`src/sv/irpfe_pkg.sv`:
```
// ----------------------------------------------------------------------------
// irpfe_pkg
// Shared types and constants of the IR pulse frame encoder: register map,
// reset values, controller states and the controller/datapath command bus.
// ----------------------------------------------------------------------------
`default_nettype none

package irpfe_pkg;

  localparam int unsigned DurW  = 16;
  localparam int unsigned ByteW = 8;
  localparam int unsigned NibW  = 4;
  localparam int unsigned PosW  = 3;
  localparam int unsigned BitW  = 3;
  localparam int unsigned CfgIdxW = 3;

  // Register map
  localparam logic [CfgIdxW-1:0] RegHdrMark  = 3'd0;
  localparam logic [CfgIdxW-1:0] RegHdrSpace = 3'd1;
  localparam logic [CfgIdxW-1:0] RegBitMark  = 3'd2;
  localparam logic [CfgIdxW-1:0] RegOneSpace = 3'd3;
  localparam logic [CfgIdxW-1:0] RegZeroSpace = 3'd4;
  localparam logic [CfgIdxW-1:0] RegMsgSpace = 3'd5;

  // Reset values in microseconds
  localparam logic [DurW-1:0] HdrMarkRst   = 16'd9000;
  localparam logic [DurW-1:0] HdrSpaceRst  = 16'd4000;
  localparam logic [DurW-1:0] BitMarkRst   = 16'd620;
  localparam logic [DurW-1:0] OneSpaceRst  = 16'd1600;
  localparam logic [DurW-1:0] ZeroSpaceRst = 16'd540;
  localparam logic [DurW-1:0] MsgSpaceRst  = 16'd19000;

  // Checksum seed and frame positions
  localparam logic [NibW-1:0] CheckInit = 4'hA;
  localparam logic [PosW-1:0] PosFirst  = 3'd0;
  localparam logic [PosW-1:0] PosMid    = 3'd3;
  localparam logic [PosW-1:0] PosLast   = 3'd6;
  localparam logic [PosW-1:0] PosBad    = 3'd7;
  localparam logic [BitW-1:0] BitLast   = 3'd7;

  typedef enum logic [3:0] {
    ST_IDLE,
    ST_HDR,
    ST_DATA,
    ST_TAIL0,
    ST_TAIL1,
    ST_TAIL2,
    ST_MSG,
    ST_CHK,
    ST_CLOSE
  } state_e;

  typedef enum logic [2:0] {
    SEL_HDR,
    SEL_DATA,
    SEL_CHK,
    SEL_ZERO,
    SEL_ONE,
    SEL_MSG,
    SEL_CLOSE
  } pair_sel_e;

  typedef struct packed {
    logic      accept;   // latch the input word
    logic      load;     // load a pair into the output register
    pair_sel_e sel;      // which pair to build
    logic      bit_adv;  // advance the bit counter
    logic      eor;      // last pair of this word
    logic      eof;      // closing pair of the frame
  } cmd_t;

  typedef struct packed {
    logic first;     // next word starts a frame
    logic item_mid;  // word in work is byte 3
    logic item_last; // word in work is byte 6
    logic bit_last;  // bit counter at bit 7
    logic out_free;  // output register can take a pair
  } status_t;

endpackage

`default_nettype wire

```
`src/sv/irpfe_ctrl.sv`:
```
// ----------------------------------------------------------------------------
// irpfe_ctrl
// Sequencer of the encoder: walks header, data bits, mid-frame tail,
// checksum bits and closing pair, one pair per free output slot.
// ----------------------------------------------------------------------------
`default_nettype none

module irpfe_ctrl (
  input  wire logic              clk_i,
  input  wire logic              rst_ni,
  input  wire logic              in_valid_i,
  output logic                   in_stall_o,
  input  wire irpfe_pkg::status_t status_i,
  output irpfe_pkg::cmd_t        cmd_o
);

  irpfe_pkg::state_e state_q, state_d;

  always_ff @(posedge clk_i or negedge rst_ni) begin
    if (!rst_ni) begin
      state_q <= irpfe_pkg::ST_IDLE;
    end else begin
      state_q <= state_d;
    end
  end

  // Next state
  always_comb begin
    state_d = state_q;
    case (state_q)
      irpfe_pkg::ST_IDLE: begin
        if (in_valid_i) begin
          state_d = status_i.first ? irpfe_pkg::ST_HDR : irpfe_pkg::ST_DATA;
        end
      end
      irpfe_pkg::ST_HDR: begin
        if (status_i.out_free) state_d = irpfe_pkg::ST_DATA;
      end
      irpfe_pkg::ST_DATA: begin
        if (status_i.out_free && status_i.bit_last) begin
          if (status_i.item_mid) state_d = irpfe_pkg::ST_TAIL0;
          else if (status_i.item_last) state_d = irpfe_pkg::ST_CHK;
          else state_d = irpfe_pkg::ST_IDLE;
        end
      end
      irpfe_pkg::ST_TAIL0: begin
        if (status_i.out_free) state_d = irpfe_pkg::ST_TAIL1;
      end
      irpfe_pkg::ST_TAIL1: begin
        if (status_i.out_free) state_d = irpfe_pkg::ST_TAIL2;
      end
      irpfe_pkg::ST_TAIL2: begin
        if (status_i.out_free) state_d = irpfe_pkg::ST_MSG;
      end
      irpfe_pkg::ST_MSG: begin
        if (status_i.out_free) state_d = irpfe_pkg::ST_IDLE;
      end
      irpfe_pkg::ST_CHK: begin
        if (status_i.out_free && status_i.bit_last) state_d = irpfe_pkg::ST_CLOSE;
      end
      irpfe_pkg::ST_CLOSE: begin
        if (status_i.out_free) state_d = irpfe_pkg::ST_IDLE;
      end
      default: state_d = irpfe_pkg::ST_IDLE;
    endcase
  end

  // Outputs
  always_comb begin
    in_stall_o     = 1'b1;
    cmd_o.accept   = 1'b0;
    cmd_o.load     = 1'b0;
    cmd_o.sel      = irpfe_pkg::SEL_HDR;
    cmd_o.bit_adv  = 1'b0;
    cmd_o.eor      = 1'b0;
    cmd_o.eof      = 1'b0;
    case (state_q)
      irpfe_pkg::ST_IDLE: begin
        in_stall_o   = 1'b0;
        cmd_o.accept = in_valid_i;
      end
      irpfe_pkg::ST_HDR: begin
        cmd_o.load = status_i.out_free;
        cmd_o.sel  = irpfe_pkg::SEL_HDR;
      end
      irpfe_pkg::ST_DATA: begin
        cmd_o.load    = status_i.out_free;
        cmd_o.sel     = irpfe_pkg::SEL_DATA;
        cmd_o.bit_adv = status_i.out_free;
        cmd_o.eor     = status_i.bit_last && !status_i.item_mid && !status_i.item_last;
      end
      irpfe_pkg::ST_TAIL0: begin
        cmd_o.load = status_i.out_free;
        cmd_o.sel  = irpfe_pkg::SEL_ZERO;
      end
      irpfe_pkg::ST_TAIL1: begin
        cmd_o.load = status_i.out_free;
        cmd_o.sel  = irpfe_pkg::SEL_ONE;
      end
      irpfe_pkg::ST_TAIL2: begin
        cmd_o.load = status_i.out_free;
        cmd_o.sel  = irpfe_pkg::SEL_ZERO;
      end
      irpfe_pkg::ST_MSG: begin
        cmd_o.load = status_i.out_free;
        cmd_o.sel  = irpfe_pkg::SEL_MSG;
        cmd_o.eor  = 1'b1;
      end
      irpfe_pkg::ST_CHK: begin
        cmd_o.load    = status_i.out_free;
        cmd_o.sel     = irpfe_pkg::SEL_CHK;
        cmd_o.bit_adv = status_i.out_free;
      end
      irpfe_pkg::ST_CLOSE: begin
        cmd_o.load = status_i.out_free;
        cmd_o.sel  = irpfe_pkg::SEL_CLOSE;
        cmd_o.eor  = 1'b1;
        cmd_o.eof  = 1'b1;
      end
      default: begin
        in_stall_o = 1'b1;
      end
    endcase
  end

  // A word is taken only when nothing is in work.
  a_accept_idle: assert property (@(posedge clk_i) disable iff (!rst_ni)
    cmd_o.accept |-> (state_q == irpfe_pkg::ST_IDLE) && !cmd_o.load)
    else $error("word accepted while a frame run is in work");

  // An accepted word always starts with the header or its data bits.
  a_accept_next: assert property (@(posedge clk_i) disable iff (!rst_ni)
    cmd_o.accept |=> (state_q == irpfe_pkg::ST_HDR) || (state_q == irpfe_pkg::ST_DATA))
    else $error("accepted word did not start a run");

  // End of frame only comes with the closing pair of the run.
  a_eof_eor: assert property (@(posedge clk_i) disable iff (!rst_ni)
    cmd_o.eof |-> cmd_o.eor && (cmd_o.sel == irpfe_pkg::SEL_CLOSE))
    else $error("end of frame without end of run");

  // Leaving a run returns the sequencer to idle.
  a_eor_idle: assert property (@(posedge clk_i) disable iff (!rst_ni)
    (cmd_o.load && cmd_o.eor) |=> (state_q == irpfe_pkg::ST_IDLE))
    else $error("run ended but sequencer is not idle");

endmodule

`default_nettype wire

```
`src/sv/irpfe_dp.sv`:
```
// ----------------------------------------------------------------------------
// irpfe_dp
// Datapath of the encoder: timing registers, input word latch, frame
// position, checksum nibble, bit counter and the output pair register.
// ----------------------------------------------------------------------------
`default_nettype none

module irpfe_dp (
  input  wire logic                                clk_i,
  input  wire logic                                rst_ni,
  input  wire logic                                cfg_we_i,
  input  wire logic [irpfe_pkg::CfgIdxW-1:0]       cfg_idx_i,
  input  wire logic [irpfe_pkg::DurW-1:0]          cfg_data_i,
  input  wire logic [irpfe_pkg::ByteW-1:0]         payload_byte_i,
  input  wire logic [irpfe_pkg::DurW-1:0]          closing_gap_us_i,
  input  wire irpfe_pkg::cmd_t                     cmd_i,
  output irpfe_pkg::status_t                       status_o,
  output logic                                     out_valid_o,
  input  wire logic                                out_stall_i,
  output logic [irpfe_pkg::DurW-1:0]               mark_us_o,
  output logic [irpfe_pkg::DurW-1:0]               space_us_o,
  output logic                                     end_of_run_o,
  output logic                                     end_of_frame_o
);

  // Timing registers
  logic [irpfe_pkg::DurW-1:0] hdr_mark_q, hdr_space_q, bit_mark_q;
  logic [irpfe_pkg::DurW-1:0] one_space_q, zero_space_q, msg_space_q;

  always_ff @(posedge clk_i or negedge rst_ni) begin
    if (!rst_ni) begin
      hdr_mark_q   <= irpfe_pkg::HdrMarkRst;
      hdr_space_q  <= irpfe_pkg::HdrSpaceRst;
      bit_mark_q   <= irpfe_pkg::BitMarkRst;
      one_space_q  <= irpfe_pkg::OneSpaceRst;
      zero_space_q <= irpfe_pkg::ZeroSpaceRst;
      msg_space_q  <= irpfe_pkg::MsgSpaceRst;
    end else if (cfg_we_i) begin
      case (cfg_idx_i)
        irpfe_pkg::RegHdrMark:   hdr_mark_q   <= cfg_data_i;
        irpfe_pkg::RegHdrSpace:  hdr_space_q  <= cfg_data_i;
        irpfe_pkg::RegBitMark:   bit_mark_q   <= cfg_data_i;
        irpfe_pkg::RegOneSpace:  one_space_q  <= cfg_data_i;
        irpfe_pkg::RegZeroSpace: zero_space_q <= cfg_data_i;
        irpfe_pkg::RegMsgSpace:  msg_space_q  <= cfg_data_i;
        default: ;
      endcase
    end
  end

  // Frame position and checksum
  logic [irpfe_pkg::PosW-1:0] pos_q, pos_d, pos_n;
  logic [irpfe_pkg::NibW-1:0] acc_q, acc_d, nib, sum;
  logic                       mid_q, last_q;
  logic [irpfe_pkg::NibW-1:0] chk_q;
  logic [irpfe_pkg::ByteW-1:0] byte_q;
  logic [irpfe_pkg::DurW-1:0] gap_q;
  logic [irpfe_pkg::BitW-1:0] bit_q;

  always_comb begin
    pos_n = (pos_q == irpfe_pkg::PosBad) ? irpfe_pkg::PosFirst : pos_q;
    nib   = (pos_n <= irpfe_pkg::PosMid) ? payload_byte_i[3:0] : payload_byte_i[7:4];
    sum   = acc_q + nib;
    if (pos_n == irpfe_pkg::PosLast) begin
      pos_d = irpfe_pkg::PosFirst;
      acc_d = irpfe_pkg::CheckInit;
    end else begin
      pos_d = pos_n + 3'd1;
      acc_d = sum;
    end
  end

  always_ff @(posedge clk_i or negedge rst_ni) begin
    if (!rst_ni) begin
      pos_q  <= irpfe_pkg::PosFirst;
      acc_q  <= irpfe_pkg::CheckInit;
      mid_q  <= 1'b0;
      last_q <= 1'b0;
      bit_q  <= '0;
    end else begin
      if (cmd_i.accept) begin
        pos_q  <= pos_d;
        acc_q  <= acc_d;
        mid_q  <= (pos_n == irpfe_pkg::PosMid);
        last_q <= (pos_n == irpfe_pkg::PosLast);
      end
      if (cmd_i.bit_adv) begin
        bit_q <= bit_q + 3'd1;
      end
    end
  end

  // Word latch; checksum nibble of the frame is held for the eighth byte
  always_ff @(posedge clk_i) begin
    if (cmd_i.accept) begin
      byte_q <= payload_byte_i;
      gap_q  <= closing_gap_us_i;
      chk_q  <= sum;
    end
  end

  // Pair selection
  logic [irpfe_pkg::ByteW-1:0] chk_byte;
  logic [irpfe_pkg::DurW-1:0]  mark_d, space_d;

  always_comb begin
    chk_byte = {chk_q, {irpfe_pkg::NibW{1'b0}}};
    mark_d   = bit_mark_q;
    space_d  = zero_space_q;
    case (cmd_i.sel)
      irpfe_pkg::SEL_HDR: begin
        mark_d  = hdr_mark_q;
        space_d = hdr_space_q;
      end
      irpfe_pkg::SEL_DATA:  space_d = byte_q[bit_q] ? one_space_q : zero_space_q;
      irpfe_pkg::SEL_CHK:   space_d = chk_byte[bit_q] ? one_space_q : zero_space_q;
      irpfe_pkg::SEL_ZERO:  space_d = zero_space_q;
      irpfe_pkg::SEL_ONE:   space_d = one_space_q;
      irpfe_pkg::SEL_MSG:   space_d = msg_space_q;
      irpfe_pkg::SEL_CLOSE: space_d = gap_q;
      default:              space_d = zero_space_q;
    endcase
  end

  // Output register
  logic out_valid_q;

  always_ff @(posedge clk_i or negedge rst_ni) begin
    if (!rst_ni) begin
      out_valid_q <= 1'b0;
    end else if (cmd_i.load) begin
      out_valid_q <= 1'b1;
    end else if (!out_stall_i) begin
      out_valid_q <= 1'b0;
    end
  end

  always_ff @(posedge clk_i) begin
    if (cmd_i.load) begin
      mark_us_o      <= mark_d;
      space_us_o     <= space_d;
      end_of_run_o   <= cmd_i.eor;
      end_of_frame_o <= cmd_i.eof;
    end
  end

  assign out_valid_o        = out_valid_q;
  assign status_o.first     = (pos_n == irpfe_pkg::PosFirst);
  assign status_o.item_mid  = mid_q;
  assign status_o.item_last = last_q;
  assign status_o.bit_last  = (bit_q == irpfe_pkg::BitLast);
  assign status_o.out_free  = !out_valid_q || !out_stall_i;

  // Never overwrite a pair the receiver has not taken.
  a_no_overwrite: assert property (@(posedge clk_i) disable iff (!rst_ni)
    (out_valid_q && out_stall_i) |-> !cmd_i.load)
    else $error("output pair overwritten while stalled");

  // The bit counter sits at bit 0 whenever a word is taken.
  a_bit_aligned: assert property (@(posedge clk_i) disable iff (!rst_ni)
    cmd_i.accept |-> (bit_q == '0))
    else $error("bit counter not aligned at word start");

  // A closing pair returns the frame to its start with a fresh checksum.
  a_frame_reset: assert property (@(posedge clk_i) disable iff (!rst_ni)
    (cmd_i.load && cmd_i.eof) |-> (pos_q == irpfe_pkg::PosFirst)
                                  && (acc_q == irpfe_pkg::CheckInit))
    else $error("frame state not restarted at closing pair");

endmodule

`default_nettype wire

```
`src/sv/ir_pulse_frame_encoder_top.sv`:
```
// ----------------------------------------------------------------------------
// ir_pulse_frame_encoder_top
// Pulse-distance IR frame encoder: turns seven payload bytes into
// mark/space duration pairs with header, mid-frame gap and checksum byte.
// ----------------------------------------------------------------------------
// Usage:
//   Input channel (in_valid_i / in_stall_o) carries one payload byte per word,
//   bytes 0..6 of a frame in order; closing_gap_us_i matters only with byte 6.
//   Output channel (out_valid_o / out_stall_i) carries one mark/space pair per
//   word. end_of_run_o marks the last pair of an input word, end_of_frame_o
//   the closing pair of the whole frame.
//   Pairs per input word: byte 0 gives 9 (header + 8 bits), bytes 1, 2, 4, 5
//   give 8, byte 3 gives 12 (bits, fixed 0,1,0 and message gap), byte 6
//   gives 17 (bits, checksum byte, closing pair).
//   Flow: after a word is accepted, the sequencer loads its pairs one at a
//   time into the single output register, one pair per cycle while out_stall_i
//   does not hold a pair. A new word is taken only after the last pair of the
//   current word has loaded.
//   Stall: while out_stall_i holds a pair, the sequencer freezes and the
//   pair stays stable; the input is stalled until the last pair of the
//   current word sits in the output register.
//   Reset: timing registers return to 9000/4000/620/1600/540/19000 us, the
//   frame restarts at byte 0 with checksum seed 10. Write the timing
//   registers through cfg_we_i / cfg_idx_i / cfg_data_i only while idle.
// ----------------------------------------------------------------------------
`default_nettype none

module ir_pulse_frame_encoder_top (
  input  wire logic                          clk_i,
  input  wire logic                          rst_ni,
  // configuration write port
  input  wire logic                          cfg_we_i,
  input  wire logic [irpfe_pkg::CfgIdxW-1:0] cfg_idx_i,
  input  wire logic [irpfe_pkg::DurW-1:0]    cfg_data_i,
  // input words
  input  wire logic                          in_valid_i,
  output logic                               in_stall_o,
  input  wire logic [irpfe_pkg::ByteW-1:0]   payload_byte_i,
  input  wire logic [irpfe_pkg::DurW-1:0]    closing_gap_us_i,
  // output words
  output logic                               out_valid_o,
  input  wire logic                          out_stall_i,
  output logic [irpfe_pkg::DurW-1:0]         mark_us_o,
  output logic [irpfe_pkg::DurW-1:0]         space_us_o,
  output logic                               end_of_run_o,
  output logic                               end_of_frame_o
);

  irpfe_pkg::cmd_t    cmd;
  irpfe_pkg::status_t status;

  // Sequencer: decides which pair goes out next
  irpfe_ctrl u_ctrl (
    .clk_i      (clk_i),
    .rst_ni     (rst_ni),
    .in_valid_i (in_valid_i),
    .in_stall_o (in_stall_o),
    .status_i   (status),
    .cmd_o      (cmd)
  );

  // Datapath: holds timing, word, checksum and the output pair
  irpfe_dp u_dp (
    .clk_i            (clk_i),
    .rst_ni           (rst_ni),
    .cfg_we_i         (cfg_we_i),
    .cfg_idx_i        (cfg_idx_i),
    .cfg_data_i       (cfg_data_i),
    .payload_byte_i   (payload_byte_i),
    .closing_gap_us_i (closing_gap_us_i),
    .cmd_i            (cmd),
    .status_o         (status),
    .out_valid_o      (out_valid_o),
    .out_stall_i      (out_stall_i),
    .mark_us_o        (mark_us_o),
    .space_us_o       (space_us_o),
    .end_of_run_o     (end_of_run_o),
    .end_of_frame_o   (end_of_frame_o)
  );

endmodule

`default_nettype wire

```
`config.mk`:
```
export PLATFORM = sky130hd
export DESIGN_NAME = ir_pulse_frame_encoder_top
export DESIGN_NICKNAME = d
export VERILOG_FILES = /design/src/sv/irpfe_pkg.sv /design/src/sv/irpfe_ctrl.sv /design/src/sv/irpfe_dp.sv /design/src/sv/ir_pulse_frame_encoder_top.sv
export SDC_FILE = /design/constraint.sdc
export NUM_CORES = 1
export LEC_CHECK = 0
export ABC_AREA = 1
export BUFFER_PORTS_ARGS = -buffer_cell sky130_fd_sc_hd__buf_2
export CORE_MARGIN = 1.5
export CORE_UTILIZATION = 51
export DETAILED_ROUTE_END_ITERATION = 8
export PLACE_DENSITY = 0.71
export REMOVE_ABC_BUFFERS = 1
export SYNTH_ARGS = -nofsm -noshare
export SYNTH_HDL_FRONTEND = slang
export SYNTH_SLANG_ARGS = --single-unit
```
`constraint.sdc`:
```
create_clock -name clk_i -period 7.3 [get_ports clk_i]
set_input_delay 0 -clock clk_i [delete_from_list [all_inputs] [get_ports clk_i]]
set_output_delay 0 -clock clk_i [all_outputs]
set_load 0.1 [all_outputs]
```
==> results of run 1 <==
## cells in the final DEF (no fill, tap or decap), types with 15 or more instances in the layout
master,synthesis,layout
sky130_fd_sc_hd__dlygate4sd3_1,0,43
sky130_fd_sc_hd__clkbuf_16,0,18
sky130_fd_sc_hd__dfstp_2,31,31
sky130_fd_sc_hd__a21oi_1,18,17
sky130_fd_sc_hd__buf_2,9,82
sky130_fd_sc_hd__nor2_1,15,15
sky130_fd_sc_hd__nand3_1,90,90
sky130_fd_sc_hd__nand2_1,301,301
sky130_fd_sc_hd__dfrtp_1,82,82
sky130_fd_sc_hd__edfxtp_1,62,62
sky130_fd_sc_hd__inv_1,82,82
sky130_fd_sc_hd__o21ai_0,109,109
## logic make-up after synthesis
family	Yosys count	synth area share, %
compound gates	139	9.16
xor+xnor	2	0.219
fa+ha+maj	7	1.19
buf+inv	128	6.28
flops	175	59.2
mux	4	0.564
simple gates	438	23.4
## layer usage
layer	routed length, µm	up-vias	global-route usage [%]
met4	573	0	10.0
met3	1180	36	5.30
met1	8270	3053	32.4
met2	9420	255	41.3
met5	0	-	0
li1	-	3160	-
## cells in the mapped netlist
master	count
sky130_fd_sc_hd__a21oi_1	18
sky130_fd_sc_hd__edfxtp_1	62
sky130_fd_sc_hd__nor3_1	3
sky130_fd_sc_hd__dfrtp_1	82
sky130_fd_sc_hd__buf_2	9
sky130_fd_sc_hd__nor2_4	3
sky130_fd_sc_hd__xor2_1	2
sky130_fd_sc_hd__inv_2	9
sky130_fd_sc_hd__o21ai_2	1
sky130_fd_sc_hd__fa_1	1
sky130_fd_sc_hd__a22o_1	3
sky130_fd_sc_hd__mux2_2	4
sky130_fd_sc_hd__nand3b_1	2
sky130_fd_sc_hd__o21ai_1	3
sky130_fd_sc_hd__nand2_1	301
sky130_fd_sc_hd__nand3_1	90
sky130_fd_sc_hd__clkinv_1	1
sky130_fd_sc_hd__nor2_1	15
sky130_fd_sc_hd__o22ai_1	1
sky130_fd_sc_hd__dfstp_2	31
sky130_fd_sc_hd__or2_2	3
sky130_fd_sc_hd__o211ai_1	2
sky130_fd_sc_hd__nand4_1	13
sky130_fd_sc_hd__a21oi_4	1
sky130_fd_sc_hd__nor3_4	1
sky130_fd_sc_hd__nand2_4	2
sky130_fd_sc_hd__buf_6	1
sky130_fd_sc_hd__inv_4	1
sky130_fd_sc_hd__o22a_1	1
sky130_fd_sc_hd__inv_1	82
sky130_fd_sc_hd__nand2_2	4
sky130_fd_sc_hd__clkbuf_1	23
sky130_fd_sc_hd__buf_1	2
sky130_fd_sc_hd__ha_1	6
sky130_fd_sc_hd__and2_1	1
sky130_fd_sc_hd__o21ai_0	109
## worst max-delay path: cells and delay by family, from the launching register on
family	cells	cell delay [ns]
and+or+nand+nor	5	1.60
DFF	1	0.75
## registers in the layout (all words and copies together), names as in the netlist, 8 cells and up
| signal | cells |
|---|---|
| u_dp.bit_mark_q | 16 |
| u_dp.gap_q | 16 |
| u_dp.hdr_mark_q | 16 |
| u_dp.hdr_space_q | 16 |
| u_dp.mark_us_o | 16 |
| u_dp.msg_space_q | 16 |
| u_dp.one_space_q | 16 |
| u_dp.space_us_o | 16 |
| u_dp.zero_space_q | 16 |
| u_dp.byte_q | 8 |
## final timing paths
| kind | from | endpoint | cells past startpoint |
|---|---|---|---|
| max in group asynchronous | rst_ni | u_dp.bit_mark_q[0]$_DFFE_PN0P_ | 3 |
| min | rst_ni | u_dp.acc_q[2]$_DFFE_PN0P_ | 2 |
| min reg2reg | u_dp.one_space_q[7]$_DFFE_PN0P_ | u_dp.one_space_q[7]$_DFFE_PN0P_ | 2 |
| max | u_dp.bit_q[2]$_DFFE_PN0P_ | u_dp.space_us_o[3]$_DFFE_PP_ | 5 |
| max reg2reg | u_dp.bit_q[2]$_DFFE_PN0P_ | u_dp.space_us_o[3]$_DFFE_PP_ | 5 |
| min in group clk_i | closing_gap_us_i[7] | u_dp.gap_q[7]$_DFFE_PP_ | 2 |
## stage by stage
step | power, mW | hold WS, ns
after detailed placement | 3.56 | 0.0402
after global placement | 3.53 | 0.0386
after floorplan | 3.11 | -0.296
after global routing | 4.75 | 0.166
after CTS | 4.51 | 0.133
final | 4.50 | 0.121
## power breakdown
part,switching [mW],internal (mW),total [mW]
registers,0.167,1.41,1.58
clock network,0.372,0.551,0.924
logic,1.57,0.427,2.00
total,2.11,2.39,4.50
## layout make-up
cell class                 instances  area [µm²]  share of cell area, %
clock inverter                     9         106                   1.11
timing repair buffer             129         871                   9.08
sequential                       175        4730                   49.3
multi-input combinational        590        2770                   28.9
tap                              211         264                   2.75
inverter                          93         352                   3.67
clock buffer                      23         499                   5.20
==> out/metrics.cfg, run 1 <==
[global_route]
grt_first_pass_wirelength_um=31200
number_of_antenna_violations_at_the_first_check_in_global_routing=0
grt_resource_usage_total_pct=25.0
grt-ovfl-total=0
grt_pass1_vias=6206
grt_max_degree=69

[yosys]
synth.largest_area_cell=sky130_fd_sc_hd__dfrtp_1
syn_inst=893
synth_top_area_share_pct=25.7
synth_seq_area_share_pct=59.2
ys_top_cells_by_area=sky130_fd_sc_hd__dfrtp_1, sky130_fd_sc_hd__edfxtp_1, sky130_fd_sc_hd__nand2_1
synth_warnings=0
synthesis_stage_register_bit_count=175
yosys.cell_types.count=36
syn-cell-area_um2=7990
synth.avg_cell_area_um2=8.95

[sta]
worst_slack_ns=4.68
final_critical_path_share_of_the_clock_period_pct=35.9
finalSetupViolations=0
fin_skew_ns=0.0101
rsz_0062_raised_after_global_routing=no
maxClockFrequency_mhz=381
report.final.slew_viol_count=0
timing.max_slew.rel_slack_pct=15.1
fin_crit_ns=2.62
fin_setup_tns_ns=0
worstMarginPinSlew_ns=1.27
number_of_failing_hold_endpoints_at_the_final_stage=0

[place]
gp_congestion=0.848
dp.cells=1155
post-dp-hpwl_um=11800
placement.cell_area_um2=8560
port_buffers=83
place_worst_setup_slack_ns=4.71

[worst_setup_path]
worst-path-max-fanout=19
startpoint_type=flip-flop
worst-endpoint-required_ns=7.47
timing.critical_path.cells=nand3_1, nand2_1, nand2_1, nand3_1, nand4_1
setup.reg_to_reg.worst_slack_ns=4.68
end_kind=flip-flop
timing.critical_path.slowest_stage_cell=sky130_fd_sc_hd__dfrtp_1
timing.critical_path.slowest_cell_delay_ns=0.75
path_class=flip-flop to flip-flop
data_arrival_time_of_the_critical_path_ns=2.79

[die]
fp.dieH_um=128
die_x_um=128
core_area_um2=15300
placement_rows=45
dieArea_um2=16400
ioPinCount=84
starting_utilization_of_the_core_area_pct=52.4

[layout]
n_antenna_cell=0
final_area_um2=9590
areaGrowthSynthToFinish_pct=20.0
postLayoutCoreUtil_pct=62.9
fill_cells=1277
post_route_cells_drive_above_1_share_pct=17.4
finish.net_count=1061
fin_cells=1230

[clock_tree]
root_buffer=sky130_fd_sc_hd__clkbuf_16
ctsResizeCount=0
cts.reportedPaths.clkPinSlew_ns=0.07
numCtsBuffers=17
ctsHoldBuffers=43
postCtsSetupRepairBufs=0
clk_path_buf_depth=2
insertion_delay_ns=0.43
cts_tree=yes
cts_htree_levels=4
clkSinkCount=175

[drt]
detail_route.wl_per_cell_um=15.8
totalWireLength_um=19400
ant_nets=0
via_per_inst=5.29
detailed_router_s_first_iteration_violation_count=634
post-route-drc-count=0
detailedRoute.firstPassIterationCount=6
via_count=6504

[run_status]
result_of_the_run=complete, no violations

[flow_run]
maximum_capacitance_violations=0

[worst_hold_path]
kind_of_path_behind_the_tightest_hold_check=input port to asynchronous set/reset pin

[power_and_ir_drop]
power.ir.vdd_worst_mv=0.232
p_leak_nw=4.54
pwr_density_cell_nw_per_um2=470

Power figures use the tool's default switching activity.
==> run 2, diff against run 1 <==
--- a/config.mk
+++ b/config.mk
@@ -10,7 +10,7 @@
 export CORE_MARGIN = 1.5
 export CORE_UTILIZATION = 51
 export DETAILED_ROUTE_END_ITERATION = 8
-export PLACE_DENSITY = 0.71
+export PLACE_DENSITY = 0.73
 export REMOVE_ABC_BUFFERS = 1
 export SYNTH_ARGS = -nofsm -noshare
 export SYNTH_HDL_FRONTEND = slang
==> constraint.sdc (replaced) <==
create_clock -name clk_i -period 2.25 [get_ports clk_i]
set_input_delay 0 -clock clk_i [delete_from_list [all_inputs] [get_ports clk_i]]
set_output_delay 0 -clock clk_i [all_outputs]
set_load 0.1 [all_outputs]
==> run 2 against run 1 <==
Against the previous run:
- clock skew decreased by 0.00084 ns
- first-iteration DRC count increased by 1.4%
- combinational power increased to 3.5 times the previous value
- non-clock buffer count increased by 32
- via count increased by 0.75%
- maximum frequency increased by 21%
- total power increased to 3.3 times the previous value
- clock power increased to 3.0 times the previous value
- routed wire length decreased by 2.0%
==> out/metrics.cfg, run 2 (synthesis results as in run 1) <==
[die]
starting_utilization_of_the_core_area_pct=52.4  ; unchanged
die_x_um=128  ; unchanged
dieArea_um2=16400  ; unchanged
fp.dieH_um=128  ; unchanged
ioPinCount=84  ; unchanged
placement_rows=45  ; unchanged
core_area_um2=15300  ; unchanged

[sta]
maxClockFrequency_mhz=460  ; +21%
report.final.slew_viol_count=0  ; unchanged
fin_crit_ns=2.17  ; -0.449 ns
final_critical_path_share_of_the_clock_period_pct=96.6  ; +61 points
finalSetupViolations=0  ; unchanged
hold-worst-slack_ns=0.0109  ; -0.110 ns
fin_setup_tns_ns=0  ; unchanged
number_of_failing_hold_endpoints_at_the_final_stage=0  ; unchanged
worstMarginPinSlew_ns=0.542  ; -0.728 ns
worst_slack_ns=0.0758  ; -4.60 ns
fin_skew_ns=0.00929  ; -0.000837 ns
timing.max_slew.rel_slack_pct=63.8  ; +49 points

[place]
post-dp-hpwl_um=12100  ; +2.1%
place_worst_setup_slack_ns=-0.0273  ; -4.74 ns
dp.cells=1186  ; +2.7%
gp_congestion=0.840  ; -0.90%
placement.cell_area_um2=8830  ; +3.2%
port_buffers=83  ; unchanged

[power_and_ir_drop]
power.ir.vdd_worst_mv=0.750  ; +220%
pwr_density_cell_nw_per_um2=1510  ; +220%
p_leak_nw=4.69  ; +3.3%
post-layout-total-power_mw=14.9  ; +230%

[global_route]
grt_first_pass_wirelength_um=30800  ; -1.2%
grt_resource_usage_total_pct=24.5  ; -0.50 points
grt_max_degree=67  ; -2.9%
number_of_antenna_violations_at_the_first_check_in_global_routing=0  ; unchanged
grt-ovfl-total=0  ; unchanged
grt_pass1_vias=6289  ; +1.3%

[layout]
fin_cells=1262  ; +2.6%
final_common_cell=sky130_fd_sc_hd__nand2_1
highest_count_cells_in_the_layout_ignoring_fill_and_taps=sky130_fd_sc_hd__nand2_1, sky130_fd_sc_hd__o21ai_0, sky130_fd_sc_hd__nand3_1
post_route_cells_drive_above_1_share_pct=20.4  ; +3.0 points
n_antenna_cell=0  ; unchanged
areaGrowthSynthToFinish_pct=23.3
final_area_um2=9850  ; +2.7%
postLayoutCoreUtil_pct=64.6  ; +1.7 points
finish.net_count=1093  ; +3.0%

[worst_setup_path]
worst-path-max-fanout=4  ; -15
data_arrival_time_of_the_critical_path_ns=2.36  ; -0.43 ns
path_class=flip-flop to flip-flop
timing.critical_path.slowest_cell_delay_ns=0.38  ; -0.37 ns
worst-endpoint-required_ns=2.44  ; -5.03 ns
setup.reg_to_reg.worst_slack_ns=0.08  ; -4.60 ns
end_kind=flip-flop
crit_top_cell=sky130_fd_sc_hd__nand2_1
endpoint_of_the_most_critical_register_to_register_path=u_dp.chk_q[3]$_DFFE_PP_
r2r_path_start=u_dp.pos_q[1]$_DFFE_PN0P_
startpoint_type=flip-flop
ff2ff_path_depth=10  ; +5
timing.critical_path.slowest_stage_cell=sky130_fd_sc_hd__dfrtp_1
timing.critical_path.cells=nand2_1, nand2_2, mux2_4, ha_4, a21oi_1, nand2_1, or2_2, nand2_1, nand2_1, and2_1

[drt]
ant_nets=0  ; unchanged
detailed_router_s_first_iteration_violation_count=643  ; +1.4%
totalWireLength_um=19000  ; -2.0%
detailedRoute.firstPassIterationCount=5  ; -1
post-route-drc-count=0  ; unchanged
via_per_inst=5.19  ; -1.8%
detail_route.wl_per_cell_um=15.1  ; -4.5%
via_count=6553  ; +0.75%

[clock_tree]
clkSinkCount=175  ; unchanged
insertion_delay_ns=0.43  ; about the same
numCtsBuffers=17  ; unchanged
clk_path_buf_depth=2  ; unchanged
root_buffer=sky130_fd_sc_hd__clkbuf_16
cts_tree=yes
cts_htree_levels=4  ; unchanged
cts.reportedPaths.clkPinSlew_ns=0.07  ; about the same

[flow_run]
maximum_capacitance_violations=0  ; unchanged

[worst_hold_path]
kind_of_path_behind_the_tightest_hold_check=input port to asynchronous set/reset pin

[run_status]
result_of_the_run=complete, no violations

run 2: changes by cell type in the layout (fill, tap and decap cells not counted), sizes merged:
| cell | before | now |
|---|---|---|
| clkbuf | 23 | 17 |
| clkinv | 6 | 7 |
| buf | 86 | 118 |
| clkinvlp | 1 | 3 |
| inv | 93 | 97 |
| bufinv | 2 | 1 |
run 2: final cells by class:
type | instances | area, µm²
repair buffers | 161 | 1150
fillers | 1227 | 5400
multi-input cells | 590 | 2800
inverters | 93 | 352
clock inverters | 15 | 136
well taps | 211 | 264
flip-flops and latches | 175 | 4730
clock buffers | 17 | 425
run 2: power breakdown:
group	total, mW	switching, mW	internal [mW]
sequential	5.06	0.482	4.57
combinational	7.03	5.26	1.77
clock	2.80	1.27	1.54
run 2: layer usage:
metal	track usage [%]	up-vias	share of wire, %
met5	0	-	0
met4	9.12	0	2.0
met3	5.22	30	6.0
met2	40.6	216	49
met1	32.0	3092	43
li1	-	3215	-
run 2: how the worst max path moves through the flow:
stage,startpoint,end,slack [ns],cells past startpoint
detailed placement,u_dp.pos_q[1]$_DFFE_PN0P_,u_dp.chk_q[3]$_DFFE_PP_,-0.03,10
global route,u_dp.pos_q[1]$_DFFE_PN0P_,u_dp.chk_q[3]$_DFFE_PP_,-0.006,10
global placement,u_dp.pos_q[1]$_DFFE_PN0P_,u_dp.chk_q[3]$_DFFE_PP_,0.04,10
floorplan,u_ctrl.state_q[1]$_DFFE_PN0P_,u_dp.end_of_frame_o$_DFFE_PP_,-1.37,6
CTS,u_dp.pos_q[1]$_DFFE_PN0P_,u_dp.chk_q[3]$_DFFE_PP_,0.003,10
finish,u_dp.pos_q[1]$_DFFE_PN0P_,u_dp.chk_q[3]$_DFFE_PP_,0.08,10
run 2: worst max-delay path, delay by kind of cell, from the launching register on:
| kind | cells | cell delay [ns] |
|---|---|---|
| multiplexers | 1 | 0.33 |
| flip-flops | 1 | 0.38 |
| adder cells (fa/ha/maj) | 1 | 0.25 |
| AO/OA/AOI/OAI | 1 | 0.12 |
| AND/OR/NAND/NOR | 7 | 0.86 |
run 2: repair_timing:
action / in CTS / in global routing
endpoints found under the setup margin: 1 / 1
setup buffers: 0 / 1
hold endpoints to repair: 207 / 0
pin swaps: 0 / 1
hold buffers: 43 / 0
gates resized for setup: 1 / 5
==> run 3, diff against run 2 <==
--- a/config.mk
+++ b/config.mk
@@ -8,10 +8,11 @@
 export ABC_AREA = 1
 export BUFFER_PORTS_ARGS = -buffer_cell sky130_fd_sc_hd__buf_2
 export CORE_MARGIN = 1.5
-export CORE_UTILIZATION = 51
+export CORE_UTILIZATION = 50
 export DETAILED_ROUTE_END_ITERATION = 8
-export PLACE_DENSITY = 0.73
+export PLACE_DENSITY = 0.72
 export REMOVE_ABC_BUFFERS = 1
+export SLEW_MARGIN = 20
 export SYNTH_ARGS = -nofsm -noshare
 export SYNTH_HDL_FRONTEND = slang
 export SYNTH_SLANG_ARGS = --single-unit
==> run 3 against run 2 <==
Against the previous run:
- die area rose by 2.0%
- critical path depth stayed put
- combinational power grew 1%
- final cell count increased by 0.55%
- routed wire length rose by 4.9%
- largest power group unchanged
- highest routed layer unchanged
==> out/metrics.cfg, run 3 (synthesis results as in run 1) <==
[run_status]
result_of_the_run=complete, no violations

[die]
die_x_um=129  ; +0.98%
dieArea_um2=16700  ; +2.0%
core_area_um2=15800  ; +3.4%
starting_utilization_of_the_core_area_pct=50.7  ; -1.7 points
placement_rows=46  ; +2.2%
ioPinCount=84  ; unchanged
fp.dieH_um=129  ; +0.98%

[sta]
worstMarginPinSlew_ns=0.895  ; +0.353 ns
final_critical_path_share_of_the_clock_period_pct=97.0  ; +0.41 points
number_of_failing_hold_endpoints_at_the_final_stage=0  ; unchanged
timing.max_slew.rel_slack_pct=40.3  ; -23 points
fin_skew_ns=0.00574  ; -0.00354 ns
maxClockFrequency_mhz=458  ; -0.42%
rsz_0062_raised_after_global_routing=yes
fin_crit_ns=2.18  ; +0.00920 ns
report.final.slew_viol_count=0  ; unchanged
fin_setup_tns_ns=0  ; unchanged
finalSetupViolations=0  ; unchanged

[place]
post-dp-hpwl_um=12300  ; +1.8%
gp_congestion=0.816  ; -2.9%
port_buffers=83  ; unchanged
placement.cell_area_um2=8850  ; +0.24%

[layout]
final_area_um2=9930  ; +0.81%
n_antenna_cell=0  ; unchanged
areaGrowthSynthToFinish_pct=24.3
post_route_cells_drive_above_1_share_pct=20.0  ; -0.32 points
highest_count_cells_in_the_layout_ignoring_fill_and_taps=sky130_fd_sc_hd__nand2_1, sky130_fd_sc_hd__o21ai_0, sky130_fd_sc_hd__nand3_1
finish.net_count=1095  ; +0.18%
final_common_cell=sky130_fd_sc_hd__nand2_1

[worst_setup_path]
timing.critical_path.depth=10  ; unchanged
ff2ff_path_depth=10  ; unchanged
path_class=flip-flop to flip-flop
crit_top_cell=sky130_fd_sc_hd__nand2_1
r2r_path_start=u_dp.pos_q[0]$_DFFE_PN0P_
data_arrival_time_of_the_critical_path_ns=2.38  ; +0.02 ns
timing.critical_path.slowest_stage_cell=sky130_fd_sc_hd__mux2_2
cp_num_buf_inv=0  ; unchanged
endpoint=u_dp.chk_q[3]$_DFFE_PP_
startpoint_type=flip-flop
worstSetupStartpoint=u_dp.pos_q[0]$_DFFE_PN0P_
endpoint_of_the_most_critical_register_to_register_path=u_dp.chk_q[3]$_DFFE_PP_
timing.critical_path.cells=nand2_1, nand2_2, mux2_2, ha_1, nand3_1, nand2_1, or2_2, nand2_1, nand2_1, and2_1
path_delay_family=simple AND/OR/NAND/NOR gates
timing.critical_path.slowest_cell_delay_ns=0.38  ; about the same
end_kind=flip-flop
worst-path-max-fanout=3  ; -1
worst-endpoint-required_ns=2.44  ; about the same
setup.reg_to_reg.worst_slack_ns=0.07  ; about the same

[clock_tree]
clkSinkCount=175  ; unchanged
cts.reportedPaths.clkPinSlew_ns=0.06  ; about the same
numCtsBuffers=17  ; unchanged
clk_path_buf_depth=2  ; unchanged
cts_htree_levels=4  ; unchanged
root_buffer=sky130_fd_sc_hd__clkbuf_16
insertion_delay_ns=0.43  ; about the same
cts_tree=yes

[drt]
detailedRoute.firstPassIterationCount=5  ; unchanged
ant_nets=0  ; unchanged
post-route-drc-count=0  ; unchanged
detail_route.wl_per_cell_um=15.7  ; +4.3%
via_count=6666  ; +1.7%
totalWireLength_um=20000  ; +4.9%
via_per_inst=5.25  ; +1.2%
detailed_router_s_first_iteration_violation_count=535  ; -17%

[global_route]
grt_resource_usage_total_pct=24.7  ; +0.18 points
number_of_antenna_violations_at_the_first_check_in_global_routing=0  ; unchanged
grt_max_degree=45  ; -33%
grt_first_pass_wirelength_um=31500  ; +2.1%
grt-ovfl-total=0  ; unchanged
grt_pass1_vias=6389  ; +1.6%

[worst_hold_path]
kind_of_path_behind_the_tightest_hold_check=input port to asynchronous set/reset pin

[power_and_ir_drop]
pwr_density_cell_nw_per_um2=1540  ; +1.6%
power.ir.vdd_worst_mv=0.769  ; +2.5%
p_leak_nw=4.71  ; +0.44%
post-layout-total-power_mw=15.3  ; +2.5%

[flow_run]
maximum_capacitance_violations=0  ; unchanged

run 3: timing repair:
item / CTS / global route
hold buffers: 43 / 0
setup buffers: 0 / 0
endpoints found under the setup margin: 0 / 15
hold endpoints to repair: 162 / 0
resized for setup: 0 / 3
run 3: power by group:
group          switching (mW)  internal [mW]
Clock                    1.20           1.91
Sequential              0.467           4.58
Combinational            5.36           1.74
run 3: cell type report:
type / count / area, µm²
Tap cell: 216 / 270
Clock inverter: 7 / 123
Fill cell: 1337 / 5840
Timing Repair Buffer: 162 / 1160
Sequential cell: 175 / 4730
Clock buffer: 25 / 508
Multi-Input combinational cell: 591 / 2800
Inverter: 93 / 352
run 3: worst min-delay path by stage:
stage                                                 end         start
final                     u_dp.hdr_mark_q[15]$_DFFE_PN0P_        rst_ni
after global routing      u_dp.hdr_mark_q[15]$_DFFE_PN0P_        rst_ni
after CTS                  u_dp.bit_mark_q[6]$_DFFE_PN1P_  cfg_idx_i[1]
after detailed placement  u_dp.hdr_mark_q[15]$_DFFE_PN0P_        rst_ni
after global placement    u_dp.hdr_mark_q[15]$_DFFE_PN0P_        rst_ni
after floorplan             u_ctrl.state_q[0]$_DFFE_PN0P_        rst_ni
run 3: stage by stage:
stage | cells | hold WS (ns) | utilization [%] | setup WS [ns]
floorplan | 858 | -0.296 | - | -1.37
global placement | 1193 | 0.0418 | 56.1 | 0.0717
detailed placement | 1193 | 0.0433 | 56.1 | 0.0182
CTS | 1268 | 0.121 | 62.8 | 0.00346
global route | 1269 | 0.164 | 63.0 | -0.0438
finish | 1269 | 0.132 | 63.0 | 0.0666
run 3: worst register-to-register path: stages, from the launching register on:
cell and delay, ns:
sky130_fd_sc_hd__dfrtp_1 0.35, sky130_fd_sc_hd__nand2_1 0.09, sky130_fd_sc_hd__nand2_2 0.09, sky130_fd_sc_hd__mux2_2 0.38
sky130_fd_sc_hd__ha_1 0.31, sky130_fd_sc_hd__nand3_1 0.08, sky130_fd_sc_hd__nand2_1 0.07, sky130_fd_sc_hd__or2_2 0.27
sky130_fd_sc_hd__nand2_1 0.08, sky130_fd_sc_hd__nand2_1 0.07, sky130_fd_sc_hd__and2_1 0.16
run 3: routing by layer:
metal	share of wire [%]	vias up	global-route usage (%)	wire length [µm]
met1	42	3114	31.4	8310
met3	5.7	57	4.75	1140
met4	3.6	0	12.3	724
met5	0	-	0	0
met2	49	264	40.8	9810
li1	-	3231	-	-
